**config.mk**
```make
export PLATFORM = sky130hd
export DESIGN_NAME = rgba_knob_filter_pack_unit
export DESIGN_NICKNAME = d
export VERILOG_FILES = /design/src/rkfp_pkg.sv /design/src/rgba_knob_filter_pack_unit.sv /design/src/rkfp_ctrl.sv /design/src/rkfp_datapath.sv
export SDC_FILE = /design/constraint.sdc
export NUM_CORES = 1
export LEC_CHECK = 0
export ABC_AREA = 1
export BUFFER_PORTS_ARGS = -buffer_cell sky130_fd_sc_hd__buf_2
export CORE_UTILIZATION = 65
export DETAILED_ROUTE_END_ITERATION = 16
export PLACE_DENSITY = 0.81
export SKIP_CTS_REPAIR_TIMING = 1
export SYNTH_ARGS = -nofsm -noshare
export SYNTH_HDL_FRONTEND = slang
export SYNTH_SLANG_ARGS = --single-unit
export TNS_END_PERCENT = 1
```
**constraint.sdc**
```tcl
create_clock -name clk -period 10.9 [get_ports clk]
set_input_delay 0 -clock clk [delete_from_list [all_inputs] [get_ports clk]]
set_output_delay 0 -clock clk [all_outputs]
set_load 0.02 [all_outputs]
```
**src/rkfp_pkg.sv**
```systemverilog
`timescale 1ns / 1ps

package rkfp_pkg;

    // Channel layout of the packed word
    localparam int NUM_CHANNELS  = 4;
    localparam int CHANNEL_SLOTS = 4;
    localparam int LANE_BITS     = 2;
    localparam int CH_BITS       = (NUM_CHANNELS > 1) ? $clog2(NUM_CHANNELS) : 1;
    localparam int BYTE_BITS     = 8;
    localparam int WORD_BITS     = CHANNEL_SLOTS * BYTE_BITS;

    // Sample and level widths
    localparam int SAMPLE_BITS   = 12;
    localparam int ALPHA_BITS    = 16;
    localparam int SCALE_BITS    = 10;
    localparam int DIFF_BITS     = SAMPLE_BITS + 1;
    localparam int FPROD_BITS    = ALPHA_BITS + 1 + DIFF_BITS;
    localparam int SPROD_BITS    = SAMPLE_BITS + SCALE_BITS;
    localparam int QUO_HI_BITS   = SPROD_BITS - SAMPLE_BITS;

    localparam logic [SAMPLE_BITS-1:0] FULL_SCALE = {SAMPLE_BITS{1'b1}};
    localparam logic [BYTE_BITS-1:0]   BYTE_MAX   = {BYTE_BITS{1'b1}};

    // Configuration register map
    localparam int CFG_INDEX_BITS = 1;
    localparam int CFG_DATA_BITS  = ALPHA_BITS;

    typedef enum logic [CFG_INDEX_BITS-1:0] {
        REG_FILTER_ALPHA = 1'b0,
        REG_SCALE_TOP    = 1'b1
    } cfg_reg_t;

    localparam logic [ALPHA_BITS-1:0] FILTER_ALPHA_RESET = 16'd64225;
    localparam logic [SCALE_BITS-1:0] SCALE_TOP_RESET    = 10'd260;

    // Controller to datapath
    typedef struct packed {
        logic               load;    // capture samples, clear word
        logic               filt;    // alpha * (old - sample)
        logic               scale;   // new level, level * scale_top
        logic               pack;    // divide, saturate, place byte
        logic               finish;  // compare with previous word, emit
        logic [CH_BITS-1:0] ch;
    } rkfp_cmd_t;

    // Datapath to controller
    typedef struct packed {
        logic out_free;
    } rkfp_status_t;

endpackage

```
**src/rgba_knob_filter_pack_unit.sv**
```systemverilog
`timescale 1ns / 1ps

// Four-channel knob smoother and color packer. Each input transfer carries
// one 12-bit sample for red, green, blue and alpha. Every channel keeps a
// first-order low-pass level, level' = floor((a*level + (65536-a)*sample)/65536)
// with a = filter_alpha (Q0.16, reset 64225, about 0.98), scales it as
// floor(level*scale_top/4095) (scale_top reset 260) and clamps the byte at 255.
// The bytes are packed red in bits 31:24 down to alpha in bits 7:0. A word
// goes out only when the previous word was nonzero and differs from the new
// one; the previous word is updated on every item. Config writes: index 0 is
// filter_alpha, index 1 is scale_top; cfg_ready is always high, and writes
// belong in idle periods. Each item is accepted, then filtered, scaled and
// packed channel by channel through the two multipliers shared by all
// channels, then compared and emitted; only then is the next item taken.
// The result sits in an output register, so a new item is taken while a word
// still waits; emit stalls only while the previous word is not transferred.
module rgba_knob_filter_pack_unit
(
    input  logic                                 clk,
    input  logic                                 rst_n,

    input  logic                                 cfg_valid,
    output logic                                 cfg_ready,
    input  logic [rkfp_pkg::CFG_INDEX_BITS-1:0]  cfg_index,
    input  logic [rkfp_pkg::CFG_DATA_BITS-1:0]   cfg_data,

    input  logic                                 in_valid,
    output logic                                 in_ready,
    input  logic [rkfp_pkg::SAMPLE_BITS-1:0]     sample_red,
    input  logic [rkfp_pkg::SAMPLE_BITS-1:0]     sample_green,
    input  logic [rkfp_pkg::SAMPLE_BITS-1:0]     sample_blue,
    input  logic [rkfp_pkg::SAMPLE_BITS-1:0]     sample_alpha,

    output logic                                 out_valid,
    input  logic                                 out_ready,
    output logic [rkfp_pkg::WORD_BITS-1:0]       color_word
);

    rkfp_pkg::rkfp_cmd_t    cmd;
    rkfp_pkg::rkfp_status_t status;

    // registers are plain flops; a write is always accepted
    assign cfg_ready = 1'b1;

    // sequencer: walks the channels, at most one multiply per step
    rkfp_ctrl u_ctrl
    (
        .clk      (clk),
        .rst_n    (rst_n),
        .in_valid (in_valid),
        .in_ready (in_ready),
        .status   (status),
        .cmd      (cmd)
    );

    // filter levels, shared multipliers, divider fixup, packing, output reg
    rkfp_datapath u_datapath
    (
        .clk          (clk),
        .rst_n        (rst_n),
        .cmd          (cmd),
        .status       (status),
        .cfg_write    (cfg_valid && cfg_ready),
        .cfg_index    (cfg_index),
        .cfg_data     (cfg_data),
        .sample_red   (sample_red),
        .sample_green (sample_green),
        .sample_blue  (sample_blue),
        .sample_alpha (sample_alpha),
        .out_valid    (out_valid),
        .out_ready    (out_ready),
        .color_word   (color_word)
    );

    // the block is busy right after taking an item
    a_busy_after_accept : assert property (
        @(posedge clk) disable iff (!rst_n)
        (in_valid && in_ready) |=> !in_ready
    ) else $error("in_ready high the cycle after an input transfer");

    // a new result only comes from the emit step
    a_result_from_emit : assert property (
        @(posedge clk) disable iff (!rst_n)
        $rose(out_valid) |-> $past(cmd.finish)
    ) else $error("out_valid rose without an emit step");

    // emit never overwrites a word still waiting
    a_emit_when_free : assert property (
        @(posedge clk) disable iff (!rst_n)
        cmd.finish |-> (!out_valid || out_ready)
    ) else $error("emit step while the output register is occupied");

endmodule

```
**src/rkfp_ctrl.sv**
```systemverilog
`timescale 1ns / 1ps

module rkfp_ctrl
(
    input  logic                  clk,
    input  logic                  rst_n,
    input  logic                  in_valid,
    output logic                  in_ready,
    input  rkfp_pkg::rkfp_status_t status,
    output rkfp_pkg::rkfp_cmd_t    cmd
);

    typedef enum logic [2:0] {
        ST_IDLE,
        ST_FILT,
        ST_SCALE,
        ST_PACK,
        ST_FINISH
    } state_t;

    localparam logic [rkfp_pkg::CH_BITS-1:0] LAST_CH =
        rkfp_pkg::CH_BITS'(rkfp_pkg::NUM_CHANNELS - 1);

    state_t                        state_reg, state_next;
    logic [rkfp_pkg::CH_BITS-1:0]  ch_reg, ch_next;

    assign in_ready = (state_reg == ST_IDLE);

    always_comb
    begin
        state_next = state_reg;
        ch_next    = ch_reg;
        case (state_reg)
            ST_IDLE:
            begin
                if (in_valid)
                begin
                    state_next = ST_FILT;
                    ch_next    = '0;
                end
            end
            ST_FILT:  state_next = ST_SCALE;
            ST_SCALE: state_next = ST_PACK;
            ST_PACK:
            begin
                if (ch_reg == LAST_CH)
                begin
                    state_next = ST_FINISH;
                end
                else
                begin
                    state_next = ST_FILT;
                    ch_next    = ch_reg + 1'b1;
                end
            end
            ST_FINISH:
            begin
                // hold until the output register can take a word
                if (status.out_free)
                begin
                    state_next = ST_IDLE;
                end
            end
            default: state_next = ST_IDLE;
        endcase
    end

    always_ff @(posedge clk or negedge rst_n)
    begin
        if (!rst_n)
        begin
            state_reg <= ST_IDLE;
            ch_reg    <= '0;
        end
        else
        begin
            state_reg <= state_next;
            ch_reg    <= ch_next;
        end
    end

    always_comb
    begin
        cmd.load   = (state_reg == ST_IDLE) && in_valid;
        cmd.filt   = (state_reg == ST_FILT);
        cmd.scale  = (state_reg == ST_SCALE);
        cmd.pack   = (state_reg == ST_PACK);
        cmd.finish = (state_reg == ST_FINISH) && status.out_free;
        cmd.ch     = ch_reg;
    end

endmodule

```
**src/rkfp_datapath.sv**
```systemverilog
`timescale 1ns / 1ps

module rkfp_datapath
(
    input  logic                                 clk,
    input  logic                                 rst_n,
    input  rkfp_pkg::rkfp_cmd_t                  cmd,
    output rkfp_pkg::rkfp_status_t               status,
    input  logic                                 cfg_write,
    input  logic [rkfp_pkg::CFG_INDEX_BITS-1:0]  cfg_index,
    input  logic [rkfp_pkg::CFG_DATA_BITS-1:0]   cfg_data,
    input  logic [rkfp_pkg::SAMPLE_BITS-1:0]     sample_red,
    input  logic [rkfp_pkg::SAMPLE_BITS-1:0]     sample_green,
    input  logic [rkfp_pkg::SAMPLE_BITS-1:0]     sample_blue,
    input  logic [rkfp_pkg::SAMPLE_BITS-1:0]     sample_alpha,
    output logic                                 out_valid,
    input  logic                                 out_ready,
    output logic [rkfp_pkg::WORD_BITS-1:0]       color_word
);

    localparam int SB = rkfp_pkg::SAMPLE_BITS;
    localparam int NC = rkfp_pkg::NUM_CHANNELS;

    logic [rkfp_pkg::ALPHA_BITS-1:0] alpha_reg;
    logic [rkfp_pkg::SCALE_BITS-1:0] scale_reg;

    logic [SB-1:0] sample_reg [NC];
    logic [SB-1:0] level_reg  [NC];

    logic signed [rkfp_pkg::FPROD_BITS-1:0] fprod_reg;
    logic        [rkfp_pkg::SPROD_BITS-1:0] sprod_reg;

    logic [rkfp_pkg::CHANNEL_SLOTS-1:0][rkfp_pkg::BYTE_BITS-1:0] word_reg;
    logic [rkfp_pkg::WORD_BITS-1:0] prev_reg;
    logic [rkfp_pkg::WORD_BITS-1:0] out_word_reg;
    logic                           out_valid_reg;

    logic [SB-1:0]                           cur_sample;
    logic [SB-1:0]                           cur_level;
    logic signed [rkfp_pkg::DIFF_BITS-1:0]   diff;
    logic signed [rkfp_pkg::FPROD_BITS-1:0]  fprod;
    logic signed [SB+1:0]                    fstep;
    logic        [SB+1:0]                    lvl_sum;
    logic        [SB-1:0]                    new_level;
    logic        [rkfp_pkg::QUO_HI_BITS-1:0] quo_lo;
    logic        [SB-1:0]                    rem_lo;
    logic        [SB:0]                      rem_adj;
    logic        [rkfp_pkg::QUO_HI_BITS:0]   quo;
    logic        [rkfp_pkg::BYTE_BITS-1:0]   byte_val;
    logic        [rkfp_pkg::LANE_BITS-1:0]   lane;
    logic        [rkfp_pkg::WORD_BITS-1:0]   word_flat;
    logic                                    fire;

    // Filter step: level' = sample + floor(alpha * (old - sample) / 2^16)
    assign cur_sample = sample_reg[cmd.ch];
    assign cur_level  = level_reg[cmd.ch];
    assign diff  = $signed({1'b0, cur_level}) - $signed({1'b0, cur_sample});
    assign fprod = $signed({1'b0, alpha_reg}) * diff;

    assign fstep     = fprod_reg[rkfp_pkg::FPROD_BITS-1:rkfp_pkg::ALPHA_BITS];
    assign lvl_sum   = (SB+2)'({2'b00, cur_sample}) + (SB+2)'(fstep);
    assign new_level = lvl_sum[SB-1:0];

    // Divide by 2^SB-1: quotient is p>>SB, plus one when rem + that >= 2^SB-1
    assign quo_lo  = sprod_reg[rkfp_pkg::SPROD_BITS-1:SB];
    assign rem_lo  = sprod_reg[SB-1:0];
    assign rem_adj = {1'b0, rem_lo} + (SB+1)'(quo_lo);
    assign quo     = {1'b0, quo_lo}
                   + (rkfp_pkg::QUO_HI_BITS+1)'(rem_adj >= {1'b0, rkfp_pkg::FULL_SCALE});
    assign byte_val = (quo > (rkfp_pkg::QUO_HI_BITS+1)'(rkfp_pkg::BYTE_MAX))
                    ? rkfp_pkg::BYTE_MAX : quo[rkfp_pkg::BYTE_BITS-1:0];

    // red lands in the top byte
    assign lane = rkfp_pkg::LANE_BITS'(rkfp_pkg::CHANNEL_SLOTS - 1)
                - rkfp_pkg::LANE_BITS'(cmd.ch);

    assign word_flat = word_reg;
    assign fire      = (prev_reg != '0) && (prev_reg != word_flat);

    assign status.out_free = !out_valid_reg || out_ready;
    assign out_valid       = out_valid_reg;
    assign color_word      = out_word_reg;

    // configuration
    always_ff @(posedge clk or negedge rst_n)
    begin
        if (!rst_n)
        begin
            alpha_reg <= rkfp_pkg::FILTER_ALPHA_RESET;
            scale_reg <= rkfp_pkg::SCALE_TOP_RESET;
        end
        else if (cfg_write)
        begin
            case (rkfp_pkg::cfg_reg_t'(cfg_index))
                rkfp_pkg::REG_FILTER_ALPHA: alpha_reg <= cfg_data;
                rkfp_pkg::REG_SCALE_TOP:
                    scale_reg <= cfg_data[rkfp_pkg::SCALE_BITS-1:0];
                default: ;
            endcase
        end
    end

    // working registers, no reset needed
    always_ff @(posedge clk)
    begin
        if (cmd.load)
        begin
            sample_reg[0] <= sample_red;
            if (NC > 1) sample_reg[(NC > 1) ? 1 : 0] <= sample_green;
            if (NC > 2) sample_reg[(NC > 2) ? 2 : 0] <= sample_blue;
            if (NC > 3) sample_reg[(NC > 3) ? 3 : 0] <= sample_alpha;
        end
        if (cmd.filt)
        begin
            fprod_reg <= fprod;
        end
        if (cmd.scale)
        begin
            sprod_reg <= new_level * scale_reg;
        end
        if (cmd.finish && fire)
        begin
            out_word_reg <= word_flat;
        end
    end

    // filter state, packed word, previous word, output valid
    always_ff @(posedge clk or negedge rst_n)
    begin
        if (!rst_n)
        begin
            for (int i = 0; i < NC; i++)
            begin
                level_reg[i] <= '0;
            end
            word_reg      <= '0;
            prev_reg      <= '0;
            out_valid_reg <= 1'b0;
        end
        else
        begin
            if (cmd.scale)
            begin
                level_reg[cmd.ch] <= new_level;
            end
            if (cmd.load)
            begin
                word_reg <= '0;
            end
            else if (cmd.pack)
            begin
                word_reg[lane] <= byte_val;
            end
            if (cmd.finish)
            begin
                prev_reg <= word_flat;
            end
            if (cmd.finish && fire)
            begin
                out_valid_reg <= 1'b1;
            end
            else if (out_ready)
            begin
                out_valid_reg <= 1'b0;
            end
        end
    end

endmodule

```
; Word-level counts from Yosys, hierarchy flattened
; Memories as Yosys holds them, arrays and structs flattened.
; Cells that the tools add are included.
[totals]
input_bits = 70
word_cells = 83
ff_bits = 226
memories = 1
output_inout_bits = 35
ramBits = 48
[classes]
muxes = 23
n_reduce_logical = 17
eq_ne = 9
bitwise = 2
addsub = 6
order_cmp = 6
n_mul = 2
[memory_table]
columns = name, words, width, rd, rd_ports_with_merged_regs, write_ports, line
row1 = u_datapath.sample_reg, 4, 12, 1, 0, 4, rkfp_datapath.sv:27  ; logic [SB-1:0] sample_reg [NC];
[op_table]
columns = op, n
row1 = $mux W32, 2
row2 = $bwmux W48, 1
row3 = $mux W12, 3
row4 = $bwmux W32, 1
row5 = $ne A32 B32 Y1, 1
row6 = $reduce_bool A32 Y1, 1
row7 = $mul A17 B13 Y28, 1
row8 = $bmux W12 S2, 1
row9 = $demux W12 S2, 1
row10 = $mul A12 B10 Y22, 1
row11 = $demux W8 S2, 1
row12 = $mux W8, 2
row13 = $pmux W3 S5, 1
row14 = $add A12 B10 Y13, 1
row15 = $ge A13 B12 Y1 const B, 1
row16 = $sub A12 B12 Y13, 1
row17 = $add A12 B12 Y12, 1
row18 = $add A10 B1 Y11, 1
row19 = $gt A11 B8 Y1 const B, 1
row20 = $mux W3, 3
row21 = $eq A3 B2 Y1 const B, 2
row22 = $logic_and A1 B1 Y1, 6
row23 = $reduce_and A2 Y1, 3
row24 = $reduce_bool A2 Y1, 3
row25 = 20 further kinds, 25

; Logic depth before layout (Yosys ltp)
; Gate-level depths: netlist (run 1).
[depth]
depth_word = 8
ltp_mapped = 42
mapped_depth_nobuf = 38

; Modules after synthesis
; Synthesis (run 1) repeated with hierarchy kept, for this count alone.
[hier_totals]
cells_unflattened = 2570
hier_area_um2 = 22541.6
[modules_own_cells]
columns = module, area_each_um2, cells_each, seq_area_each_um2, n_inst
row1 = rkfp_datapath, 22215.1, 2526, 6916.6, 1
row2 = rkfp_ctrl, 315.3, 42, 125.1, 1
row3 = rgba_knob_filter_pack_unit, 11.3, 2, 0.0, 1

; Worst setup path before layout (run 1)
; No wires, ideal clock.
[synth_path]
path_kind = reg-to-reg
start = reg u_ctrl.ch_reg[0] (netlist name)
end = reg u_datapath.fprod_reg[22] (netlist name) (data pin)
arrival_time_ps = 6842
slack_ps = 3806
synth_period_minus_slack_ps = 7094
t_required_ps = 10648
n_path_buf = 4
path_stages_with_launch = 33
setup_time_ps = 252
path_cell_list = dfrtp_1 buf_2 buf_2 clkbuf_1 nand2_1 o21ai_0 a21oi_1 ha_1 fa_1 o21ai_2 nand2_1 nand2_1 a21oi_1 or2_1 buf_6 nand3_1 fa_1 fa_1 inv_1 fa_1 fa_1 fa_1 inv_1 fa_1 inv_1 ha_1 nand2_1 nor4_1 nand2_1 nand2_1 nand2_1 nand3_1 nand2_1
[synth_via]
elab_chain_cells = 6
word_cells_on_any_way = 7
cone_classes = add/sub: 1 / mul: 1 / mux: 3 / bitwise: 1 / memory: 1
[synth_rtl]
columns = item, line
row1 = from (decl), rkfp_ctrl.sv:25  ; logic [rkfp_pkg::CH_BITS-1:0] ch_reg, ch_next;
row2 = from (signal assigned), rkfp_ctrl.sv:78  ; ch_reg <= ch_next;
row3 = $not A2 Y3 (not written as such), rkfp_datapath.sv:56  ; assign cur_level = level_reg[cmd.ch];
row4 = $bmux W12 S2, rkfp_datapath.sv:56
row5 = $mux W12 (not written as such) (2 in series), rkfp_datapath.sv:56
row6 = $sub A12 B12 Y13 (*), rkfp_datapath.sv:57  ; assign diff = $signed({1'b0, cur_level}) - $signed({1'b0, cur_sample});
row7 = $mul A17 B13 Y28 (*), rkfp_datapath.sv:58  ; assign fprod = $signed({1'b0, alpha_reg}) * diff;
row8 = "via u_datapath.fprod, one bit", rkfp_datapath.sv:41  ; logic signed [rkfp_pkg::FPROD_BITS-1:0] fprod;
row9 = to (signal assigned), rkfp_datapath.sv:115  ; fprod_reg <= fprod;
row10 = to (decl), rkfp_datapath.sv:30  ; logic signed [rkfp_pkg::FPROD_BITS-1:0] fprod_reg;
; The timed path passes the listed nets; every way through them passes the cells marked *. The select of a mux whose other input is x is not followed.
; A chain may end at the register's enable or synchronous reset.

; Worst setup path in the final report (run 1)
[layout_path]
start = reg u_ctrl.ch_reg[0] (netlist name)
end = reg u_datapath.fprod_reg[24] (netlist name) (data pin)
; Same word-level chain as after synthesis.

==> flow_metrics.env, run 1 <==
export IMPL_cp_slowest_cell="inv_2"
export IMPL_cts_reportedPaths_clkPinSlew_ns=0.06
export IMPL_grt_pass1_vias=18940
export IMPL_cts_made_buffers=28
export IMPL_fin_hold_ws_ns=-0.01739
export IMPL_synth_area_mm2=0.02260
export IMPL_synthCells=2617
export IMPL_hold_class="primary input to asynchronous set/reset pin"
export IMPL_critPathTopFamily="adder cells"
export IMPL_ys_ff_latch=258
export IMPL_num_vias=18720
export IMPL_rsz0062_at_grt="no"
export IMPL_place_congestion=0.9766
export IMPL_cap_violations=0
export IMPL_synthXorXnorAreaFrac_pct=1.860
export IMPL_cts_sinks=258
export IMPL_violations="negative hold slack"
export IMPL_startpoint_type="flip-flop"
export IMPL_route_detailed_drc=0
export IMPL_portBuffers=103
export IMPL_syn_nets=3104
export IMPL_crit_buf_inv=8
export IMPL_cts_tree="done"
export IMPL_synth_edf_count=114
export IMPL_synth_top_family_by_area="adder cells"
export IMPL_cp_slowest_stage_delay_ns=0.67
export IMPL_crit_arrival_ns=8.60
export IMPL_grt_antenna_before_repair=0
export IMPL_cpMostUsedCell="nand2_1"
export IMPL_outcome="finished, violations left"
export IMPL_slew_limit_headroom_pct=20.15
export IMPL_ys_top_cells_by_area="fa_1 (21%), edfxtp_1 (15%), dfrtp_1 (15%), nand2_1 (10%), ha_1 (10%)"
export IMPL_h_tree_depth=1
export IMPL_multiInputGateArea_mm2=0.01358
export IMPL_track_usage_pct=33.83
export IMPL_clk_path_buf_depth=3
export IMPL_synth_fa_ha_area_share_pct=30.86
export IMPL_diodes=0
export IMPL_syn2layout_area_growth_pct=10.84
export IMPL_period_minus_slack_ns=8.263
export IMPL_placementRows=67
export IMPL_ys_top_cells_by_count="nand2_1 (631), inv_1 (434), fa_1 (234)"
export IMPL_drv_slew=0
export IMPL_drive_gt1_share_pct=7.676
export IMPL_ys_types=53
export IMPL_critPathMaxFanout=53
export IMPL_dp_cells=3104
export IMPL_dr_pass1_iters=5
export IMPL_die_w_um=188.5
export IMPL_overflow=0
export IMPL_yosysMostFrequentCell="nand2_1"
export IMPL_dieHeight_um=188.5
export IMPL_start_util_pct=66.74
export IMPL_async_flop_share_pct=55.81
export IMPL_register_area_mm2=0.007042
export IMPL_yosys_area_share_simple_pct=19.72
export IMPL_drt_wl_total_um=59970
export IMPL_synth_compound_area_share_pct=7.540
export IMPL_die_area_mm2=0.03552
export IMPL_finalWorstSetupSlack_ns=2.637
export IMPL_fillerInstances=2496
export IMPL_yosys_warnings=0
export IMPL_critical_path_class="flip-flop to flip-flop"
export IMPL_finalNonFillerCells=3223
export IMPL_syn_area_per_cell_um2=8.636
export IMPL_dpl_hpwl_um=45400
export IMPL_synth_ff_type="dfrtp_1"
export IMPL_grt_start_max_net_pins=79
export IMPL_ios=105
export IMPL_drt_initial_drc_count=1477
export IMPL_tightest_slew_ns=1.196
export IMPL_place_area_mm2=0.02343
export IMPL_ys_seq_area_share_pct=31.16
export IMPL_root_buffer="clkbuf_16"
export IMPL_setup_viol=0
export IMPL_fp_coreArea_mm2=0.03387
export IMPL_worstPathRequired_ns=11.23
export IMPL_period_share_pct=75.81
export IMPL_max_freq_ghz=0.1210
export IMPL_yosys_area_top_type="fa_1"
export IMPL_hold_viol_final=10
export IMPL_clk_latency_ns=0.58
export IMPL_synth_top_area_share_pct=20.73
export IMPL_dp_slack_ns=2.745
export IMPL_wl_per_cell_um=18.61
export IMPL_post_drt_via_cell_ratio=5.807
export IMPL_ant_nets=0
export IMPL_finalSetupTns_ns=0
export IMPL_cp_end_kind="flip-flop"
export IMPL_muxShareOfSynthArea_pct=0.04982
export IMPL_design_area_mm2=0.02505
export IMPL_fin_skew_ns=0.01584
export IMPL_grt_pass1_wl_um=95100
export IMPL_finalNetCount=3240
[stage by stage]
step / utilization [%] / hold slack (ns)
6_report: 73.97 / -0.01739
5_1_grt: 73.97 / 0.04322
4_1_cts: 71.99 / -0.5705
3_5_place_dp: 69.17 / 0.03552
3_3_place_gp: 69.17 / 0.02983
2_1_floorplan: - / -0.2956
[metal layers]
| layer | global-route usage (%) | vias up | wire, um |
|---|---|---|---|
| met5 | 0 | - | 0 |
| met4 | 16.38 | 0 | 3133 |
| met3 | 4.340 | 219 | 4058 |
| met2 | 58.41 | 863 | 30160 |
| met1 | 42.17 | 9090 | 22620 |
| li1 | - | 8543 | - |
[final timing paths]
| check | from | end | slack [ns] | depth (start not counted) |
|---|---|---|---|---|
| max | u_ctrl.ch_reg[0]$_DFFE_PN0P_ | u_datapath.fprod_reg[24]$_DFFE_PP_ | 2.64 | 30 |
| min in group clk | cfg_index | u_datapath.scale_reg[8]$_DFFE_PN1P_ | 0.06 | 4 |
| max reg2reg | u_ctrl.ch_reg[0]$_DFFE_PN0P_ | u_datapath.fprod_reg[24]$_DFFE_PP_ | 2.64 | 30 |
| min | rst_n | u_datapath.prev_reg[17]$_DFFE_PN0P_ | -0.02 | 2 |
| min reg2reg | u_datapath.word_flat[19]$_DFFE_PN0P_ | u_datapath.color_word[19]$_DFFE_PP_ | 0.45 | 0 |
| max in group asynchronous | rst_n | u_datapath.scale_reg[1]$_DFFE_PN0P_ | 9.44 | 3 |
[placed cells by master (no fill, tap or decap), types with 4 or more instances in the layout]
master	n
nand3_2	4
nand2_1	631
a32oi_1	11
nor2_4	5
a21oi_1	93
nand3b_1	6
dlygate4sd3_1	67
nand3_1	113
inv_2	13
clkbuf_16	29
xnor2_1	14
buf_2	102
dfstp_2	12
xor2_1	34
nor2_1	212
dfrtp_1	132
a21o_1	6
inv_1	434
a31oi_1	4
o21ai_1	12
or2_1	7
ha_1	183
clkinv_1	5
nor3_1	16
nand4_1	31
or2_2	11
edfxtp_1	114
buf_4	5
o21bai_1	11
o21ai_0	150
clkbuf_1	5
o22ai_1	11
nor4_1	9
clkbuf_8	4
fa_1	234
o21ai_2	5
[cells by family after synthesis]
| logic type | Yosys count |
|---|---|
| and+or+nand+nor | 1064 |
| buffers and inverters | 517 |
| adders and majority gates | 417 |
| AOI/OAI and AO/OA | 311 |
| DFF | 258 |
| xor gates and xnor gates | 48 |
| other | 1 |
| muxes | 1 |
[cell type report]
cell class,count,area share [%]
Multi-Input combinational cell,1842,54.22
Sequential cell,258,28.11
Inverter,448,6.712
Timing Repair Buffer,175,4.909
Clock buffer,38,3.191
Tap cell,448,2.237
Clock inverter,14,0.6243
Power of run 1 is not shown: default switching activity piles up to over one toggle a cycle in this logic, so the estimate is an artifact.
==> run 2, diff against run 1 <==
- CORE_UTILIZATION: 65 -> 64
- PLACE_DENSITY: 0.81 -> 0.8
- clock period: 10.9 -> 7.8 ns (I/O delays scaled with it)
==> flow_metrics.env, run 2 (synthesis gave the netlist of run 1 again) <==
export IMPL_max_freq_ghz=0.1344
export IMPL_h_tree_depth=1
export IMPL_fillerInstances=2577
export IMPL_syn2layout_area_growth_pct=11.53
export IMPL_critical_path_class="flip-flop to flip-flop"
export IMPL_grt_start_max_net_pins=81
export IMPL_die_area_mm2=0.03607
export IMPL_overflow=0
export IMPL_tightest_slew_ns=1.210
export IMPL_cts_tree="done"
export IMPL_start_util_pct=65.27
export IMPL_worstPathRequired_ns=8.13
export IMPL_slew_limit_headroom_pct=19.27
export IMPL_ios=105
export IMPL_outcome="finished, final reports clean"
export IMPL_place_congestion=0.9995
export IMPL_drt_initial_drc_count=1467
export IMPL_ant_nets=0
export IMPL_mostFrequentLayoutCells="nand2_1 (629), inv_1 (433), fa_1 (234)"
export IMPL_drive_gt1_share_pct=8.495
export IMPL_layout_commonest_cell="nand2_1"
export IMPL_drt_wl_total_um=59890
export IMPL_finalSetupTns_ns=0
export IMPL_period_minus_slack_ns=7.442
export IMPL_period_share_pct=95.41
export IMPL_wl_per_cell_um=18.46
export IMPL_clk_latency_ns=0.57
export IMPL_clk_path_buf_depth=3
export IMPL_finalNetCount=3254
export IMPL_hold_class="primary input to asynchronous set/reset pin"
export IMPL_hold_viol_final=0
export IMPL_cts_sinks=258
export IMPL_setup_viol=0
export IMPL_placementRows=68
export IMPL_cp_slowest_stage_delay_ns=0.51
export IMPL_grt_pass1_vias=18610
export IMPL_startpoint_type="flip-flop"
export IMPL_cp_end_kind="flip-flop"
export IMPL_post_drt_via_cell_ratio=5.739
export IMPL_dr_pass1_iters=6
export IMPL_cts_reportedPaths_clkPinSlew_ns=0.06
export IMPL_die_w_um=189.9
export IMPL_route_detailed_drc=0
export IMPL_critPathMaxFanout=28
export IMPL_portBuffers=103
export IMPL_cts_made_buffers=29
export IMPL_cap_violations=0
export IMPL_cpMostUsedCell="fa_1"
export IMPL_num_vias=18620
export IMPL_grt_pass1_wl_um=94530
export IMPL_dieHeight_um=189.9
export IMPL_cp_slowest_cell="fa_1"
export IMPL_track_usage_pct=33.51
export IMPL_drv_slew=0
export IMPL_fp_coreArea_mm2=0.03463
export IMPL_dpl_hpwl_um=45650
export IMPL_crit_arrival_ns=7.77
export IMPL_diodes=0
export IMPL_root_buffer="clkbuf_16"
export IMPL_fin_skew_ns=0.01055
export IMPL_r2r_cells=28
export IMPL_grt_antenna_before_repair=0
[run 2: changes by cell type in the layout (fill, tap and decap cells not counted), sizes merged]
cell         change
buf             +12
dlygate4sd3      +1
inv              +2
[run 2: metal layers]
metal  up-vias  track usage, %  wire [um]
met3       213           3.154       3643
met5         -               0          0
met4         0           16.16       3402
li1       8584               -          -
met2       814           59.10      30130
met1      9012           41.37      22710
[run 2: layout make-up]
cell class	count	area, um^2	share of cell area [%]
sequential	258	7042	27.93
tap	455	569.3	2.258
timing repair buffer	188	1330	5.276
inverter	448	1689	6.701
clock buffer	38	790.8	3.137
multi-input combinational	1842	13630	54.08
clock inverter	16	153.9	0.6105
[run 2: final timing paths]
path | startpoint | slack [ns] | endpoint
max | u_ctrl.ch_reg[0]$_DFFE_PN0P_ | 0.36 | u_datapath.fprod_reg[27]$_DFFE_PP_
min | rst_n | 0.05 | u_datapath.word_flat[20]$_DFFE_PN0P_
max reg2reg | u_ctrl.ch_reg[0]$_DFFE_PN0P_ | 0.36 | u_datapath.fprod_reg[27]$_DFFE_PP_
min reg2reg | u_datapath.word_flat[19]$_DFFE_PN0P_ | 0.45 | u_datapath.color_word[19]$_DFFE_PP_
max in group asynchronous | rst_n | 6.37 | u_ctrl.state_reg[2]$_DFFE_PN0P_
min in group clk | cfg_valid | 0.10 | u_datapath.scale_reg[4]$_DFFE_PN0P_
[run 2: critical path: cells and delay by family (launching register included)]
family	cells	cell delay, ns
flip-flops	1	0.38
buffers and inverters	5	0.66
AND/OR/NAND/NOR	6	0.87
adder cells (fa/ha/maj)	9	3.96
AO/OA/AOI/OAI	8	1.32
[run 2: per-stage QoR]
step	instance area (um^2)	hold slack, ns	std cells	util, %	setup slack (ns)
after detailed placement	23530	0.09184	3123	67.94	0.1399
after floorplan	22600	-0.2956	2617	-	0.7060
after CTS	24470	-0.5042	3177	70.66	0.1233
after global routing	25210	0.1348	3245	72.80	-0.05396
after global placement	23530	0.08589	3123	67.94	0.2424
final	25210	0.04800	3245	72.80	0.3584
Power of run 2 is left out for the same reason.
==> run 3, diff against run 2 <==
- CORE_ASPECT_RATIO: default -> 1.5
==> flow_metrics.env, run 3 (synthesis gave the netlist of run 1 again) <==
export IMPL_dieHeight_um=232.2
export IMPL_dr_pass1_iters=7
export IMPL_track_usage_pct=34.68
export IMPL_portBuffers=103
export IMPL_outcome="finished, final reports clean"
export IMPL_num_vias=18770
export IMPL_finalWorstSetupSlack_ns=0.3046
export IMPL_crit_arrival_ns=7.81
export IMPL_cpMostUsedCell="nand2_1"
export IMPL_max_freq_ghz=0.1334
export IMPL_h_tree_depth=1
export IMPL_wl_per_cell_um=19.12
export IMPL_cp_slowest_cell="fa_1"
export IMPL_period_minus_slack_ns=7.495
export IMPL_grt_pass1_wl_um=96050
export IMPL_cp_end_kind="flip-flop"
export IMPL_cts_sinks=258
export IMPL_period_share_pct=96.09
export IMPL_grt_start_max_net_pins=74
export IMPL_root_buffer="clkbuf_16"
export IMPL_cts_reportedPaths_clkPinSlew_ns=0.06
export IMPL_start_util_pct=65.55
export IMPL_cts_tree="done"
export IMPL_drive_gt1_share_pct=8.713
export IMPL_rsz0062_at_grt="yes"
export IMPL_fin_skew_ns=0.01226
export IMPL_grt_antenna_before_repair=2
export IMPL_die_w_um=155.4
export IMPL_hold_class="primary input to asynchronous set/reset pin"
export IMPL_grt_pass1_vias=18900
export IMPL_layout_commonest_cell="nand2_1"
export IMPL_syn2layout_area_growth_pct=11.58
export IMPL_ios=105
export IMPL_design_area_mm2=0.02522
export IMPL_dpl_hpwl_um=47950
export IMPL_worstPathRequired_ns=8.11
export IMPL_cts_made_buffers=25
export IMPL_wl_met2_um=32840
export IMPL_setup_viol=0
export IMPL_tightest_slew_ns=1.158
export IMPL_clk_latency_ns=0.55
export IMPL_overflow=0
export IMPL_place_congestion=1.027
export IMPL_cp_slowest_stage_delay_ns=0.58
export IMPL_ant_nets=0
export IMPL_drt_initial_drc_count=1451
export IMPL_place_area_mm2=0.02356
export IMPL_critical_path_class="flip-flop to flip-flop"
export IMPL_dp_slack_ns=0.1288
export IMPL_drt_wl_total_um=62330
export IMPL_finalNetCount=3257
export IMPL_startpoint_type="flip-flop"
export IMPL_r2r_start="u_ctrl.ch_reg[0]$_DFFE_PN0P_"
export IMPL_die_area_mm2=0.03609
export IMPL_reg2reg_to="u_datapath.fprod_reg[23]$_DFFE_PP_"
export IMPL_route_detailed_drc=0
export IMPL_slew_limit_headroom_pct=22.74
export IMPL_post_drt_via_cell_ratio=5.759
export IMPL_final_util_pct=73.14
export IMPL_clk_path_buf_depth=3
export IMPL_wl_met1_um=20990
export IMPL_hold_viol_final=0
export IMPL_critPathMaxFanout=26
export IMPL_wl_met3_um=3062
export IMPL_drv_slew=0
export IMPL_placementRows=83
export IMPL_finalSetupTns_ns=0
export IMPL_mostFrequentLayoutCells="nand2_1 (626), inv_1 (432), fa_1 (234)"
export IMPL_r2r_cells=29
export IMPL_top_layer_used="met4"
export IMPL_cap_violations=0
export IMPL_fp_coreArea_mm2=0.03448
export IMPL_regToRegSetupSlack_ns=0.30
run 3: cell types whose count changed in the layout (fill, tap and decap cells not counted), sizes merged, moves of 2 or more:
cell / before / now
buf: 120 / 127
inv: 450 / 448
clkinv: 11 / 5
clkinvlp: 1 / 3
diode: 0 / 4
run 3: critical path, delay by kind of cell, from the launching register on:
family / cells / cell delay (ns)
adder cells (fa/ha/maj): 8 / 3.40
flip-flops: 1 / 0.50
AO/OA/AOI/OAI: 5 / 1.10
AND/OR/NAND/NOR: 11 / 1.48
buffers and inverters: 5 / 0.77
run 3: through the flow:
stage | hold slack (ns) | cells
after floorplan | -0.2956 | 2617
after global placement | 0.05672 | 3137
after detailed placement | 0.06591 | 3137
after CTS | -0.5170 | 3183
after global routing | 0.08277 | 3258
final | 0.01932 | 3260
run 3: how the worst max path moves through the flow:
stage,from,slack (ns),end
finish,u_ctrl.ch_reg[0]$_DFFE_PN0P_,0.30,u_datapath.fprod_reg[23]$_DFFE_PP_
global route,u_ctrl.ch_reg[0]$_DFFE_PN0P_,-0.07,u_datapath.fprod_reg[21]$_DFFE_PP_
CTS,u_ctrl.ch_reg[0]$_DFFE_PN0P_,0.13,u_datapath.fprod_reg[22]$_DFFE_PP_
detailed placement,u_ctrl.ch_reg[0]$_DFFE_PN0P_,0.13,u_datapath.fprod_reg[22]$_DFFE_PP_
global placement,u_ctrl.ch_reg[0]$_DFFE_PN0P_,0.22,u_datapath.fprod_reg[22]$_DFFE_PP_
floorplan,u_ctrl.ch_reg[0]$_DFFE_PN0P_,0.71,u_datapath.fprod_reg[22]$_DFFE_PP_
run 3: per-layer routing:
metal | up-vias | GRT usage [%]
li1 | 8586 | -
met1 | 9085 | 36.04
met2 | 797 | 64.24
met3 | 306 | 3.397
met5 | - | 0
met4 | 0 | 25.70
run 3: final cells by class:
class,count,area (um^2)
inverters,448,1704
multi-input cells,1842,13640
diodes,4,10.01
flip-flops and latches,258,7043
fillers,2600,9260
well taps,467,584.3
clock inverters,9,92.59
repair buffers,195,1414
clock buffers,37,733.2
Power of run 3 is left out for the same reason.
